`config.mk`:
```
export PLATFORM = sky130hd
export DESIGN_NAME = adc_block_and_moving_average_voltage
export DESIGN_NICKNAME = d
export VERILOG_FILES = /design/src/hw/rtl/abma_pkg.sv /design/src/hw/rtl/abma_div.sv /design/src/hw/rtl/abma_ring.sv /design/src/hw/rtl/adc_block_and_moving_average_voltage.sv
export SDC_FILE = /design/constraint.sdc
export NUM_CORES = 1
export LEC_CHECK = 0
export ABC_AREA = 1
export BUFFER_PORTS_ARGS = -buffer_cell sky130_fd_sc_hd__buf_4
export CAP_MARGIN = 20
export CELL_PAD_IN_SITES_DETAIL_PLACEMENT = 1
export CELL_PAD_IN_SITES_GLOBAL_PLACEMENT = 1
export CORE_MARGIN = 3
export CORE_UTILIZATION = 35
export DETAILED_ROUTE_END_ITERATION = 8
export GPL_TIMING_DRIVEN = 1
export PLACE_DENSITY = 0.67
export SLEW_MARGIN = 10
export SYNTH_ARGS = -nofsm -noshare
export SYNTH_HDL_FRONTEND = slang
export SYNTH_SLANG_ARGS = --single-unit
```
`constraint.sdc`:
```
create_clock -name clk -period 6.11 [get_ports clk]
set_input_delay 0.611 -clock clk [delete_from_list [all_inputs] [get_ports clk]]
set_output_delay 0.611 -clock clk [all_outputs]
set_load 0.01 [all_outputs]
```
`src/hw/rtl/abma_pkg.sv`:
```
package abma_pkg;

	// Block and window sizes; HALF_BLOCK is a power of two
	localparam int HALF_BLOCK = 16;
	localparam int AVG_DEPTH  = 8;

	localparam int ADC_W  = 12;
	localparam int VOLT_W = 16;
	localparam int FS_W   = 16;
	localparam int CFG_W  = 16;

	localparam int HB_LOG = $clog2(HALF_BLOCK);
	localparam int CNT_W  = (HB_LOG > 0) ? HB_LOG : 1;
	localparam int ACC_W  = ADC_W + HB_LOG;

	localparam int AD_LOG = $clog2(AVG_DEPTH);
	localparam int POS_W  = (AD_LOG > 0) ? AD_LOG : 1;
	localparam int FILL_W = $clog2(AVG_DEPTH + 1);
	localparam int WSUM_W = ADC_W + AD_LOG;

	// Divider: dividend wide enough for avg * full_scale_mv
	localparam int DIV_W  = ADC_W + FS_W;
	localparam int STEP_W = $clog2(DIV_W + 1);

	// Register indexes
	localparam logic [1:0] CFG_FULL_SCALE = 2'd0;
	localparam logic [1:0] CFG_ADC_MAX    = 2'd1;
	localparam logic [1:0] CFG_OFFSET     = 2'd2;

	localparam logic [FS_W-1:0]   FULL_SCALE_RST = FS_W'(3300);
	localparam logic [ADC_W-1:0]  ADC_MAX_RST    = ADC_W'(4095);
	localparam logic [VOLT_W-1:0] OFFSET_RST     = VOLT_W'(400);
	localparam logic [VOLT_W-1:0] VOLT_SAT       = '1;

	typedef enum logic [2:0] {
		ST_IDLE,
		ST_PUSH,
		ST_AVG_GO,
		ST_AVG_WAIT,
		ST_MUL,
		ST_SCALE_GO,
		ST_SCALE_WAIT,
		ST_FINISH
	} state_t;

	typedef struct packed {
		logic              start;
		logic [STEP_W-1:0] steps;
		logic [DIV_W-1:0]  dividend;
		logic [ADC_W-1:0]  divisor;
	} div_req_t;

endpackage

```
`src/hw/rtl/abma_div.sv`:
```
module abma_div (
	input  logic                            clk,
	input  logic                            arst_n,
	input  abma_pkg::div_req_t              req,
	output logic                            busy,
	output logic [abma_pkg::DIV_W-1:0]      quotient
);

	logic [abma_pkg::STEP_W-1:0] steps_q;
	logic [abma_pkg::DIV_W-1:0]  quo_q;
	logic [abma_pkg::ADC_W-1:0]  rem_q;
	logic [abma_pkg::ADC_W-1:0]  dsr_q;
	logic                        busy_q;
	logic [abma_pkg::ADC_W:0]    rem_sh;
	logic [abma_pkg::ADC_W:0]    diff;
	logic                        ge;

	// One restoring step: shift in the next dividend bit, subtract if it fits
	assign rem_sh = {rem_q, quo_q[abma_pkg::DIV_W-1]};
	assign diff   = rem_sh - {1'b0, dsr_q};
	assign ge     = rem_sh >= {1'b0, dsr_q};

	always_ff @(posedge clk or negedge arst_n) begin
		if (!arst_n) begin
			busy_q  <= 1'b0;
			steps_q <= '0;
		end else if (req.start) begin
			busy_q  <= 1'b1;
			steps_q <= req.steps;
		end else if (busy_q) begin
			steps_q <= steps_q - 1'b1;
			if (steps_q == abma_pkg::STEP_W'(1)) begin
				busy_q <= 1'b0;
			end
		end
	end

	always_ff @(posedge clk) begin
		if (req.start) begin
			quo_q <= req.dividend;
			dsr_q <= req.divisor;
			rem_q <= '0;
		end else if (busy_q) begin
			rem_q <= ge ? diff[abma_pkg::ADC_W-1:0] : rem_sh[abma_pkg::ADC_W-1:0];
			quo_q <= {quo_q[abma_pkg::DIV_W-2:0], ge};
		end
	end

	assign busy     = busy_q;
	assign quotient = quo_q;

endmodule

```
`src/hw/rtl/abma_ring.sv`:
```
module abma_ring (
	input  logic                             clk,
	input  logic                             arst_n,
	input  logic                             push,
	input  logic [abma_pkg::ADC_W-1:0]       mean,
	output logic [abma_pkg::WSUM_W-1:0]      window_sum,
	output logic [abma_pkg::FILL_W-1:0]      fill_count
);

	logic [abma_pkg::ADC_W-1:0]  hist_q [abma_pkg::AVG_DEPTH];
	logic [abma_pkg::POS_W-1:0]  pos_q;
	logic [abma_pkg::FILL_W-1:0] fill_q;
	logic [abma_pkg::WSUM_W-1:0] wsum_q;

	always_ff @(posedge clk or negedge arst_n) begin
		if (!arst_n) begin
			for (int i = 0; i < abma_pkg::AVG_DEPTH; i++) begin
				hist_q[i] <= '0;
			end
			pos_q  <= '0;
			fill_q <= '0;
			wsum_q <= '0;
		end else if (push) begin
			// Drop the oldest mean from the window, add the new one
			wsum_q        <= wsum_q - abma_pkg::WSUM_W'(hist_q[pos_q])
			                 + abma_pkg::WSUM_W'(mean);
			hist_q[pos_q] <= mean;
			if (pos_q == abma_pkg::POS_W'(abma_pkg::AVG_DEPTH - 1)) begin
				pos_q <= '0;
			end else begin
				pos_q <= pos_q + 1'b1;
			end
			if (fill_q != abma_pkg::FILL_W'(abma_pkg::AVG_DEPTH)) begin
				fill_q <= fill_q + 1'b1;
			end
		end
	end

	assign window_sum = wsum_q;
	assign fill_count = fill_q;

endmodule

```
`src/hw/rtl/adc_block_and_moving_average_voltage.sv`:
```
// Boxcar decimator with moving average, scaled to millivolts. Samples are summed
// in blocks of HALF_BLOCK; each block mean enters a ring of AVG_DEPTH means whose
// sum is divided by the number of filled entries (fewer during warm-up), then
// multiplied by full_scale_mv, divided by adc_max, offset by offset_mv and
// saturated at 65535 (also 65535 when adc_max is zero). One voltage leaves per
// block. A sample that does not close a block is accepted without a stall. The
// sample that closes a block keeps s_tready low while one serial restoring
// divider, one quotient bit per cycle, runs twice (WSUM_W = 15 steps for the
// average, DIV_W = 28 steps for the scaling), plus a multiply and the
// sequencing states, and longer only while the previous voltage is still waiting
// on the master side. With adc_max zero the scaling division is skipped.
// Samples are accepted while a voltage waits to be taken.
module adc_block_and_moving_average_voltage (
	input  logic                          clk,
	input  logic                          arst_n,
	input  logic                          cfg_we,
	input  logic [1:0]                    cfg_index,
	input  logic [abma_pkg::CFG_W-1:0]    cfg_data,
	input  logic                          s_tvalid,
	output logic                          s_tready,
	input  logic [15:0]                   s_tdata,   // [11:0] sample
	output logic                          m_tvalid,
	input  logic                          m_tready,
	output logic [15:0]                   m_tdata    // [15:0] voltage_mv
);

	abma_pkg::state_t state_q, state_d;

	logic [abma_pkg::FS_W-1:0]   full_scale_q;
	logic [abma_pkg::ADC_W-1:0]  adc_max_q;
	logic [abma_pkg::VOLT_W-1:0] offset_q;

	logic [abma_pkg::ACC_W-1:0]  acc_q;
	logic [abma_pkg::ACC_W-1:0]  acc_next;
	logic [abma_pkg::CNT_W-1:0]  cnt_q;
	logic [abma_pkg::ADC_W-1:0]  mean_q;
	logic [abma_pkg::ADC_W-1:0]  avg_q;
	logic [abma_pkg::DIV_W-1:0]  prod_q;
	logic [abma_pkg::DIV_W-1:0]  prod_d;
	logic [abma_pkg::VOLT_W-1:0] volt_q;
	logic [abma_pkg::VOLT_W-1:0] volt_d;
	logic [abma_pkg::VOLT_W:0]   offs_sum;
	logic [abma_pkg::VOLT_W-1:0] m_tdata_q;
	logic                        m_tvalid_q;

	logic                        s_acc;
	logic                        last;
	logic                        push;
	logic                        load_out;
	abma_pkg::div_req_t          div_req;
	logic                        div_busy;
	logic [abma_pkg::DIV_W-1:0]  div_quo;
	logic [abma_pkg::WSUM_W-1:0] window_sum;
	logic [abma_pkg::FILL_W-1:0] fill_count;

	abma_div u_div (
		.clk      (clk),
		.arst_n   (arst_n),
		.req      (div_req),
		.busy     (div_busy),
		.quotient (div_quo)
	);

	abma_ring u_ring (
		.clk        (clk),
		.arst_n     (arst_n),
		.push       (push),
		.mean       (mean_q),
		.window_sum (window_sum),
		.fill_count (fill_count)
	);

	assign s_acc    = s_tvalid && s_tready;
	assign last     = cnt_q == abma_pkg::CNT_W'(abma_pkg::HALF_BLOCK - 1);
	assign acc_next = acc_q + abma_pkg::ACC_W'(s_tdata[abma_pkg::ADC_W-1:0]);
	assign prod_d   = abma_pkg::DIV_W'(avg_q) * abma_pkg::DIV_W'(full_scale_q);
	assign offs_sum = {1'b0, div_quo[abma_pkg::VOLT_W-1:0]} + {1'b0, offset_q};

	// Saturate on a scaled value above 16 bits or on the offset overflowing
	always_comb begin
		if (div_quo[abma_pkg::DIV_W-1:abma_pkg::VOLT_W] != '0) begin
			volt_d = abma_pkg::VOLT_SAT;
		end else if (offs_sum[abma_pkg::VOLT_W]) begin
			volt_d = abma_pkg::VOLT_SAT;
		end else begin
			volt_d = offs_sum[abma_pkg::VOLT_W-1:0];
		end
	end

	always_comb begin
		state_d          = state_q;
		s_tready         = 1'b0;
		push             = 1'b0;
		load_out         = 1'b0;
		div_req.start    = 1'b0;
		div_req.steps    = abma_pkg::STEP_W'(abma_pkg::DIV_W);
		div_req.dividend = prod_q;
		div_req.divisor  = adc_max_q;
		case (state_q)
			abma_pkg::ST_IDLE: begin
				s_tready = 1'b1;
				if (s_tvalid && last) begin
					state_d = abma_pkg::ST_PUSH;
				end
			end
			abma_pkg::ST_PUSH: begin
				push    = 1'b1;
				state_d = abma_pkg::ST_AVG_GO;
			end
			abma_pkg::ST_AVG_GO: begin
				// Window sum sits at the top of the dividend; run only its bits
				div_req.start    = 1'b1;
				div_req.steps    = abma_pkg::STEP_W'(abma_pkg::WSUM_W);
				div_req.dividend = {window_sum,
				                    {(abma_pkg::DIV_W - abma_pkg::WSUM_W){1'b0}}};
				div_req.divisor  = abma_pkg::ADC_W'(fill_count);
				state_d          = abma_pkg::ST_AVG_WAIT;
			end
			abma_pkg::ST_AVG_WAIT: begin
				if (!div_busy) begin
					state_d = abma_pkg::ST_MUL;
				end
			end
			abma_pkg::ST_MUL: begin
				if (adc_max_q == '0) begin
					state_d = abma_pkg::ST_FINISH;
				end else begin
					state_d = abma_pkg::ST_SCALE_GO;
				end
			end
			abma_pkg::ST_SCALE_GO: begin
				div_req.start = 1'b1;
				state_d       = abma_pkg::ST_SCALE_WAIT;
			end
			abma_pkg::ST_SCALE_WAIT: begin
				if (!div_busy) begin
					state_d = abma_pkg::ST_FINISH;
				end
			end
			abma_pkg::ST_FINISH: begin
				// Hold until the output register is free
				if (!m_tvalid_q || m_tready) begin
					load_out = 1'b1;
					state_d  = abma_pkg::ST_IDLE;
				end
			end
			default: begin
				state_d = abma_pkg::ST_IDLE;
			end
		endcase
	end

	always_ff @(posedge clk or negedge arst_n) begin
		if (!arst_n) begin
			state_q <= abma_pkg::ST_IDLE;
		end else begin
			state_q <= state_d;
		end
	end

	always_ff @(posedge clk or negedge arst_n) begin
		if (!arst_n) begin
			full_scale_q <= abma_pkg::FULL_SCALE_RST;
			adc_max_q    <= abma_pkg::ADC_MAX_RST;
			offset_q     <= abma_pkg::OFFSET_RST;
		end else if (cfg_we) begin
			case (cfg_index)
				abma_pkg::CFG_FULL_SCALE: full_scale_q <= cfg_data[abma_pkg::FS_W-1:0];
				abma_pkg::CFG_ADC_MAX:    adc_max_q    <= cfg_data[abma_pkg::ADC_W-1:0];
				abma_pkg::CFG_OFFSET:     offset_q     <= cfg_data[abma_pkg::VOLT_W-1:0];
				default: ;
			endcase
		end
	end

	always_ff @(posedge clk or negedge arst_n) begin
		if (!arst_n) begin
			acc_q <= '0;
			cnt_q <= '0;
		end else if (s_acc) begin
			if (last) begin
				acc_q <= '0;
				cnt_q <= '0;
			end else begin
				acc_q <= acc_next;
				cnt_q <= cnt_q + 1'b1;
			end
		end
	end

	always_ff @(posedge clk or negedge arst_n) begin
		if (!arst_n) begin
			m_tvalid_q <= 1'b0;
		end else if (load_out) begin
			m_tvalid_q <= 1'b1;
		end else if (m_tready) begin
			m_tvalid_q <= 1'b0;
		end
	end

	always_ff @(posedge clk) begin
		if (s_acc && last) begin
			mean_q <= abma_pkg::ADC_W'(acc_next >> abma_pkg::HB_LOG);
		end
		if (state_q == abma_pkg::ST_AVG_WAIT && !div_busy) begin
			avg_q <= div_quo[abma_pkg::ADC_W-1:0];
		end
		if (state_q == abma_pkg::ST_MUL) begin
			prod_q <= prod_d;
			volt_q <= abma_pkg::VOLT_SAT;
		end
		if (state_q == abma_pkg::ST_SCALE_WAIT && !div_busy) begin
			volt_q <= volt_d;
		end
		if (load_out) begin
			m_tdata_q <= volt_q;
		end
	end

	assign m_tvalid = m_tvalid_q;
	assign m_tdata  = m_tdata_q;

endmodule

```
**Word level (Yosys, flattened, before mapping)**

Cells that the tools add are included.

- $add $sub $neg: 9
- $mul: 1
- Order comparisons: 3
- Eq/ne operators: 17
- Mux-type cells: 35
- Bitwise gates (word level): 1
- Reductions and logical operators: 22

Operators by type and width:

| cell | count |
|---|---|
| 96-bit bitwise mux | 1 |
| 16-bit two-way mux | 5 |
| 28-bit two-way mux | 2 |
| 12-bit two-way mux | 4 |
| 45-bit two-way mux | 1 |
| 12-bit binary-select mux with 3-bit select | 1 |
| 12-bit demux with 3-bit select | 1 |
| 12-bit by 16-bit multiplier with 28-bit output | 1 |
| 3-bit one-hot mux with 8 select lines | 1 |
| 16-bit by 16-bit adder with 17-bit output | 1 |
| 16-bit by 12-bit adder with 16-bit output | 1 |
| 15-bit by 12-bit adder with 15-bit output | 1 |
| 3-bit equality test, second input constant | 5 |
| 3-bit two-way mux | 5 |
| 15-bit by 12-bit subtractor with 15-bit output | 1 |
| 13-bit by 12-bit greater-or-equal comparator with 1-bit output | 1 |
| 12-bit logical NOT | 1 |
| 12-bit nonzero test | 1 |
| 12-bit subtractor | 1 |
| 1-bit two-way mux | 10 |
| 5-bit two-way mux | 2 |
| 4-bit by 1-bit adder with 4-bit output, second input constant | 2 |
| 2-bit inequality test, second input constant | 4 |
| 2-bit AND reduction | 4 |
| other kinds (22) | 31 |

- Flip-flop bits (word level): 328
- Input port bits: 39
- Output and inout bits: 18
- Logic and storage cells: 117

**Depth between registers and ports, before layout**

Gate-level depths: netlist of the first run.

- Word-level depth: 6
- Depth in mapped cells: 23
- Depth with buffers taken out: 20

**Cells and area by module**

A second synthesis of the first run with hierarchy kept.

- Cell total of the unflattened synthesis: 3016
- Area, all modules: 23689.0 µm²

Modules (own cells, without submodules):

| module | times used | cells each | area an instance (µm²) | sequential area each (µm²) |
|---|---|---|---|---|
| adc_block_and_moving_average_voltage | 1 | 1825 | 14229.9 | 4250.3 |
| abma_ring | 1 | 787 | 6214.7 | 2952.8 |
| abma_div | 1 | 404 | 3244.4 | 1591.5 |

**Worst setup path after synthesis of the first run**

No wires, ideal clock.

- Path kind: flip-flop to flip-flop
- Start point: reg avg_q[11] in the netlist's numbering
- End point: reg prod_q[24] in the netlist's numbering, data pin
- Library setup time: 0.253 ns
- Arrival: 4.698 ns
- Required time: 5.857 ns
- Path slack: 1.159 ns
- Stages on the path, launching flop included: 21
- Path buffers: 2
- Clock period less this slack: 4.951 ns
- Cell sequence: edfxtp_1 > clkbuf_1 > clkbuf_1 > nand2_1 > fa_1 > fa_1 > inv_1 > fa_1 > fa_1 > inv_1 > fa_1 > inv_1 > ha_1 > a21oi_1 > inv_1 > nor2_1 > nor2_1 > o21ai_0 > nand3_1 > nand2_1 > nand2_1

- Longest elaborated chain between the ends: 1

RTL lines:

| item | line | text |
|---|---|---|
| start, declared | adc_block_and_moving_average_voltage.sv:37 | `logic [abma_pkg::ADC_W-1:0] avg_q;` |
| start signal, assigned | adc_block_and_moving_average_voltage.sv:206 | `avg_q <= div_quo[abma_pkg::ADC_W-1:0];` |
| 12-bit by 16-bit multiplier with 28-bit output | adc_block_and_moving_average_voltage.sv:76 | `assign prod_d = abma_pkg::DIV_W'(avg_q) * abma_pkg::DIV_W'(full_scale_q);` |
| via prod_d, one bit | adc_block_and_moving_average_voltage.sv:39 | `logic [abma_pkg::DIV_W-1:0] prod_d;` |
| end signal, assigned | adc_block_and_moving_average_voltage.sv:209 | `prod_q <= prod_d;` |
| end, declared | adc_block_and_moving_average_voltage.sv:38 | `logic [abma_pkg::DIV_W-1:0] prod_q;` |

The timed path passes the listed nets, and every way through them passes these cells.
A chain may end at the register's enable or synchronous reset.

**Worst setup path in the final report of the first run**

Same ends and word-level chain as after synthesis.

==> PnR_summary.wiki, run 1 <==
{| class="wikitable"
! Metric !! Value
|-
| Sequential share of power || 24.5%
|-
| Maximum number of pins on one net before global-route repair || 94
|-
| Leak pwr || 12.5 nW
|-
| Remaining number of nets flagged by the antenna check after routing || 0
|-
| # fillers || 7542
|-
| Vertical die dimension || 261 um
|-
| Share of layout cells above drive strength 1 || 7.47%
|-
| Class of the most critical setup path || reg2reg
|-
| Critical path fanouts, max || 16
|-
| Total iterations of the first detailed-routing run || 5
|-
| Part of the Yosys area used for sequential elements || 38.6%
|-
| Worst Path Required || 6.40 ns
|-
| Commonest cells after routing, fill and taps aside || nand2_1, inv_1, dfrtp_1, o21ai_0, fa_1
|-
| Final core utilization || 39.7%
|-
| Flop and latch count out of synthesis || 328
|-
| Library cell with the largest summed area after synthesis || dfrtp_1
|-
| Final setup violation count || 0
|-
| Fmax || 181 MHz
|-
| Hold Fails Final Rpt || 0
|-
| Layout Area Growth over Synthesis || 11.1%
|-
| Number of cells after detailed placement || 3492
|-
| Final total negative setup slack || 0 ns
|-
| Maximum buffer depth of the clock tree || 3
|-
| Max-slew headroom || 31.0%
|-
| Dominant synthesized flop cell || dfrtp_1
|-
| # port buffers || 52
|-
| # Post-CTS Setup Buffers || 0
|-
| Worst Path Arrival || 5.80 ns
|-
| Effective utilization at floorplan || 35.8%
|-
| Number of antenna repair diodes || 0
|-
| Final instance count without filler cells || 3565
|-
| Period minus WS final || 5.51 ns
|-
| Switching power summed over all nets || 7.92 mW
|-
| Antenna violations before repair || 0
|-
| Total of max-cap violations || 0
|-
| Vias in the first global route || 19200
|-
| Post-DP Area || 24000 um^2
|-
| Post-synth top area share || 18.8%
|-
| Setup repair after global routing missed its margin || false
|-
| Ys async rst share || 58.5%
|-
| Remaining DRCs || 0
|-
| Worst Max-Slew Pin Slew || 1.03 ns
|-
| Final layout net count || 3010
|-
| Number of buffers added by the clock tree synthesis step || 39
|-
| Routed wire length || 65100 um
|-
| Total of warnings raised by yosys || 0
|-
| Outcome || finished, final reports clean
|-
| Pins over their slew limit || 0
|-
| Synthesized net count || 2987
|-
| H-Tree Level Count || 2
|-
| Yosys cell types || 56
|-
| Post-cts resize count || 0
|-
| Post-Syn Area per Cell || 8.54 um^2
|-
| Average routed wire per standard cell || 18.2 um
|-
| Number of placed I/O pins || 57
|-
| Internal cell power || 8.18 mW
|-
| Detail Placement HPWL || 49400 um
|-
| Clock sinks || 328
|-
| First-pass GRT wire length || 104000 um
|-
| Number of enable flip-flop cells after synthesis || 124
|-
| Peak supply drop || 0.000390 V
|-
| Ratio of total power to cell area || 637 nW/um^2
|-
| Clock tree skew after final layout || 0.0258 ns
|-
| Clock power frac || 14.4%
|-
| Final period utilization || 90.3%
|-
| Crit. End Element || flop
|-
| Hold/Removal Path Class || in2async
|-
| Routed vias || 18000
|-
| Top cells by area in the synthesized netlist || dfrtp_1, edfxtp_1, fa_1
|-
| Clk pin slew, worst setup/hold paths || 0.06 ns
|-
| Post-CTS Hold Buffers || 0
|-
| CTS tree || done
|-
| Remaining global-route overflow || 0
|-
| Gate Count Post-Synth || 2665
|-
| Area enclosed by the die boundary || 68100 um^2
|-
| Core box area || 63700 um^2
|-
| Commonest non-fill, non-tap cell in the layout || nand2_1
|-
| Global routing usage summed across all routing layers || 19.3%
|-
| Total non-filler cell area in the finished layout || 25300 um^2
|-
| Number of standard-cell rows in the floorplan || 92
|-
| Starting DRT DRC Count || 998
|-
| Clock network latency to the later pin of the worst-skew pair || 0.56 ns
|-
| Horizontal die dimension || 261 um
|-
| Netlist area before placement || 22800 um^2
|-
| Switching Fraction || 49.2%
|-
| Final RePlAce weighted congestion || 0.860
|-
| Crit start category || flop
|-
| Routed via count divided by cell count || 5.04
|-
| Root buffer selected by CTS || clkbuf_16
|-
| Relative contribution of combinational cells to total power || 61.1%
|}
## layout make-up
cell class	instances	area, um^2	area share, %
Timing Repair Buffer	71	579	2.29
Tap cell	846	1060	4.19
Clock inverter	21	186	0.737
Sequential cell	328	8790	34.8
Multi-Input combinational cell	1747	11700	46.3
Inverter	501	1880	7.44
Clock buffer	51	1070	4.24
## flip-flops by register name, summed over array words and instances, names as in the netlist
register           flops
u_ring.hist_q         96
prod_q                28
u_div.quotient        28
acc_q                 16
full_scale_q          16
m_tdata               16
offset_q              16
volt_q                16
u_ring.window_sum     15
adc_max_q             12
avg_q                 12
mean_q                12
u_div.dsr_q           12
u_div.rem_q           12
u_div.steps_q          5
cnt_q                  4
u_ring.fill_count      4
state_q                3
u_ring.pos_q           3
m_tvalid               1
u_div.busy             1
## power groups by stage
stage                     clock [mW]  combinational, mW  sequential (mW)
final                           2.32               9.84             3.94
after CTS                       2.38               9.96             3.94
after global routing            2.47               11.3             4.02
after global placement             0               9.55             3.93
after floorplan                    0               7.23             3.69
after detailed placement           0               9.88             3.97
## path summary, 6_finish.rpt
path,startpoint,end,slack (ns),cells past startpoint
worst max-delay path,avg_q[11],prod_q[24],0.60,18
worst min-delay path,arst_n,acc_q[8],0.08,1
worst max register to register,avg_q[11],prod_q[24],0.60,18
worst min register to register,volt_q[7],m_tdata[7],0.42,0
max in group asynchronous,arst_n,u_ring.hist_q[4],4.65,3
min in group clk,m_tready,m_tvalid,0.38,4
## routing by layer
layer	wire [um]	GRT usage [%]	vias to the layer above	part of all wire (%)
met2	31600	33.0	244	49
li1	-	-	8492	-
met1	29800	25.8	9172	46
met3	2440	2.96	72	3.8
met4	1170	4.31	0	1.8
met5	0	0	-	0
## stage by stage
step                hold WS [ns]  power, mW  setup slack [ns]
finish                    0.0798       16.1             0.595
detailed placement         0.406       13.8             0.534
floorplan                  0.315       10.9              1.16
global route               0.154       17.7             0.251
CTS                        0.161       16.3             0.534
global placement           0.402       13.5             0.653
## logic make-up (layout without fill, tap and decap cells)
logic type               count (synthesis)  after routing  synth area share [%]
AND/OR/NAND/NOR                       1053           1053                  19.6
buffers and inverters                  590            644                  9.93
AO/OA/AOI/OAI                          366            366                  9.43
flip-flops                             328            328                  38.6
adder cells (fa/ha/maj)                283            283                  20.7
XOR/XNOR                                45             45                  1.73
## synth_stat cells, types with 3 or more instances
cell type,count
a21boi_0,4
a21o_1,10
a21oi_1,81
a221oi_1,15
a22o_1,16
a22oi_1,7
and2_1,9
buf_1,8
buf_2,15
buf_4,4
clkbuf_1,61
clkinv_1,3
dfrtp_1,171
dfstp_2,21
dfxtp_1,12
edfxtp_1,124
fa_1,155
ha_1,128
inv_1,490
inv_2,8
nand2_1,719
nand2_2,8
nand3_1,108
nand3_2,7
nand3b_1,9
nand4_1,42
nor2_1,110
nor2_2,3
nor2_4,6
nor3_1,12
nor4_1,4
o211ai_1,6
o21a_1,5
o21ai_0,171
o21ai_1,16
o21bai_1,5
o221ai_1,10
o22ai_1,6
o2bb2ai_1,5
or2_2,9
xnor2_1,19
xor2_1,26
## worst max-delay path: stages, from the launching register on
cell and delay (ns):
edfxtp_1 0.84, nand2_1 0.21, fa_1 0.55, fa_1 0.55, inv_1 0.05, fa_1 0.51
fa_1 0.54, inv_1 0.05, fa_1 0.56, inv_1 0.05, ha_1 0.34, a21oi_1 0.21
inv_1 0.06, nor2_1 0.16, nor2_1 0.06, o21ai_0 0.25, nand3_1 0.11, nand2_1 0.07
nand2_1 0.07
No activity file was read; power rests on OpenSTA's default activity.
==> run 2, diff against run 1 <==
--- a/config.mk
+++ b/config.mk
@@ -11,10 +11,10 @@
 export CELL_PAD_IN_SITES_DETAIL_PLACEMENT = 1
 export CELL_PAD_IN_SITES_GLOBAL_PLACEMENT = 1
 export CORE_MARGIN = 3
-export CORE_UTILIZATION = 35
+export CORE_UTILIZATION = 49
 export DETAILED_ROUTE_END_ITERATION = 8
 export GPL_TIMING_DRIVEN = 1
-export PLACE_DENSITY = 0.67
+export PLACE_DENSITY = 0.87
 export SLEW_MARGIN = 10
 export SYNTH_ARGS = -nofsm -noshare
 export SYNTH_HDL_FRONTEND = slang
==> run 2 against run 1 <==
Effect of this change:
- register-to-register slack worse by 0.15 ns
- clock skew down 0.0033 ns
- final area down 1.3%
- sequential share of layout area up 0.46 points
- clock-buffer cell count up 2
- global-route usage up 10 points
- worst setup slack worse by 0.15 ns
- die area down 28%
- fmax down 2.6%
- utilization up 15 points
- flip-flop and latch count unchanged
- first-iteration DRC count up 48%
- critical endpoint is now prod_q[23]
- highest routed layer unchanged
==> PnR_summary.wiki, run 2 (same netlist as run 1, synthesis figures left out) <==
{| class="wikitable"
! Metric !! Value
|-
| Crit. End Element || flop
|-
| Clock tree skew after final layout || 0.0224 ns (-0.00332 ns)
|-
| Routed wire length || 72800 um (+12%)
|-
| Root buffer selected by CTS || clkbuf_16
|-
| Final setup violation count || 0 (unchanged)
|-
| Class of the most critical setup path || reg2reg
|-
| Final RePlAce weighted congestion || 0.876 (+1.9%)
|-
| Worst Max-Slew Pin Slew || 1.06 ns (+0.0267 ns)
|-
| Remaining number of nets flagged by the antenna check after routing || 0 (unchanged)
|-
| Remaining DRCs || 0 (unchanged)
|-
| Register-to-register setup slack || 0.45 ns (-0.15 ns)
|-
| Routed via count divided by cell count || 5.81 (+15%)
|-
| Worst Path Required || 6.39 ns (about the same)
|-
| Detail Placement HPWL || 50000 um (+1.2%)
|-
| Worst reg-to-reg path cell count || 17 (-1)
|-
| Horizontal die dimension || 222 um (-15%)
|-
| Cell repeated most along the worst path || fa_1
|-
| Remaining global-route overflow || 0 (unchanged)
|-
| Effective utilization at floorplan || 49.8% (+14 points)
|-
| Worst Path Arrival || 5.94 ns (+0.14 ns)
|-
| Number of standard-cell rows in the floorplan || 78 (-15%)
|-
| Buffer and inverter count on the worst path || 4 (unchanged)
|-
| Antenna violations before repair || 0 (unchanged)
|-
| # port buffers || 52 (unchanged)
|-
| Clock sinks || 328 (unchanged)
|-
| Outcome || finished, final reports clean
|-
| Starting DRT DRC Count || 1480 (+48%)
|-
| Maximum number of pins on one net before global-route repair || 86 (-8.5%)
|-
| Setup repair after global routing missed its margin || false
|-
| Final total negative setup slack || 0 ns (unchanged)
|-
| Top reg by flops || u_ring.hist_q
|-
| Core box area || 45700 um^2 (-28%)
|-
| CTS tree || done
|-
| Final period utilization || 92.7% (+2.4 points)
|-
| Clock network latency to the later pin of the worst-skew pair || 0.54 ns (-0.02 ns)
|-
| Total of max-cap violations || 0 (unchanged)
|-
| # Post-CTS Setup Buffers || 0 (unchanged)
|-
| Largest delay share family, worst path || adder cells
|-
| Post-CTS Hold Buffers || 0 (unchanged)
|-
| Crit start category || flop
|-
| Fmax || 177 MHz (-2.6%)
|-
| Max-slew headroom || 29.2% (-1.8 points)
|-
| Share of layout cells above drive strength 1 || 7.26% (-0.21 points)
|-
| Number of flip-flops under the largest register name || 96 (unchanged)
|-
| Hold/Removal Path Class || in2async
|-
| Commonest cells after routing, fill and taps aside || nand2_1, inv_1, dfrtp_1, o21ai_0, fa_1
|-
| Post-cts resize count || 0 (unchanged)
|-
| Commonest non-fill, non-tap cell in the layout || nand2_1
|-
| Critical path cell sequence || nand2_1, fa_1, inv_1, fa_1, fa_1, fa_1, inv_1, fa_1, inv_1, ha_1, nand2_1, nor2_1, inv_1, nor3_1, nand4_1, nand4_1, nand2_1
|-
| Register area || 8790 um^2 (unchanged)
|-
| Number of buffers added by the clock tree synthesis step || 38 (-2.6%)
|-
| Destination of the worst register-to-register timing path || prod_q[23]
|-
| Critical path fanouts, max || 16 (unchanged)
|-
| Cell with the biggest individual delay on the critical path || edfxtp_1
|-
| Period minus WS final || 5.66 ns (+0.147 ns)
|-
| Routed vias || 19300 (+7.1%)
|-
| Clk pin slew, worst setup/hold paths || 0.07 ns (about the same)
|-
| Area enclosed by the die boundary || 49100 um^2 (-28%)
|-
| Final layout net count || 3007 (-0.10%)
|-
| Global routing usage summed across all routing layers || 29.6% (+10 points)
|-
| Number of antenna repair diodes || 0 (unchanged)
|-
| Max stage delay on crit path || 1.00 ns (+0.16 ns)
|-
| Layout Area Growth over Synthesis || 9.64%
|-
| First-pass GRT wire length || 116000 um (+12%)
|-
| Number of placed I/O pins || 57 (unchanged)
|-
| Pins over their slew limit || 0 (unchanged)
|-
| Vias in the first global route || 21300 (+11%)
|-
| Total iterations of the first detailed-routing run || 5 (unchanged)
|-
| Average routed wire per standard cell || 22.0 um (+20%)
|-
| H-Tree Level Count || 2 (unchanged)
|-
| # fillers || 5383 (-29%)
|-
| Vertical die dimension || 222 um (-15%)
|-
| Maximum buffer depth of the clock tree || 3 (unchanged)
|-
| Area taken by multi-input logic gates || 11700 um^2 (about the same)
|-
| Worst flop-to-flop path startpoint || avg_q[6]
|-
| Hold Fails Final Rpt || 0 (unchanged)
|}
## run 2: cell count changes in the layout (fill, tap and decap cells not counted), sizes merged
cell | before | now
clkinvlp | 2 | 3
clkinv | 16 | 10
inv | 502 | 501
clkbuf | 52 | 54
bufinv | 2 | 3
buf | 70 | 68
## run 2: worst max-delay path by stage
stage | startpoint | endpoint | slack (ns) | cells past startpoint
final | avg_q[6] | prod_q[23] | 0.45 | 17
after global routing | avg_q[6] | prod_q[23] | 0.20 | 17
after CTS | avg_q[7] | prod_q[23] | 0.48 | 17
after detailed placement | avg_q[7] | prod_q[23] | 0.54 | 17
after global placement | avg_q[7] | prod_q[27] | 0.72 | 18
after floorplan | avg_q[11] | prod_q[24] | 1.16 | 20
## run 2: worst reg2reg max path: cells and delay by family, from the launching register on
family	cells	cell delay, ns
and+or+nand+nor	7	1.12
adders and majority gates	6	3.04
buffers and inverters	4	0.27
DFF	1	1.00
## run 2: area by class of cell
type | count | area share [%]
inverter | 501 | 7.53
timing repair buffer | 69 | 2.21
clock buffer | 53 | 4.37
sequential | 328 | 35.2
multi-input combinational | 1747 | 46.9
tap | 600 | 3.01
clock inverter | 16 | 0.712
## run 2: metal layers
metal,routed length (um),vias up,global-route usage [%]
li1,-,8483,-
met1,28500,9708,36.6
met2,35900,802,50.7
met3,4970,261,5.27
met4,3400,0,14.0
met5,0,-,0
## run 2: per-stage QoR
stage	cell area [um^2]	std cells	utilization [%]	setup WS (ns)	hold WS, ns
floorplan	22800	2665	-	1.16	0.315
global placement	23600	3242	51.8	0.716	0.402
detailed placement	23700	3243	51.8	0.544	0.406
CTS	24900	3312	54.6	0.481	0.169
global route	25000	3314	54.6	0.200	0.192
finish	25000	3314	54.6	0.448	0.136
Power of run 2 is left out: the tool's default activity adds up to more than one toggle a clock period on the data nets, which glitch-free logic cannot reach.
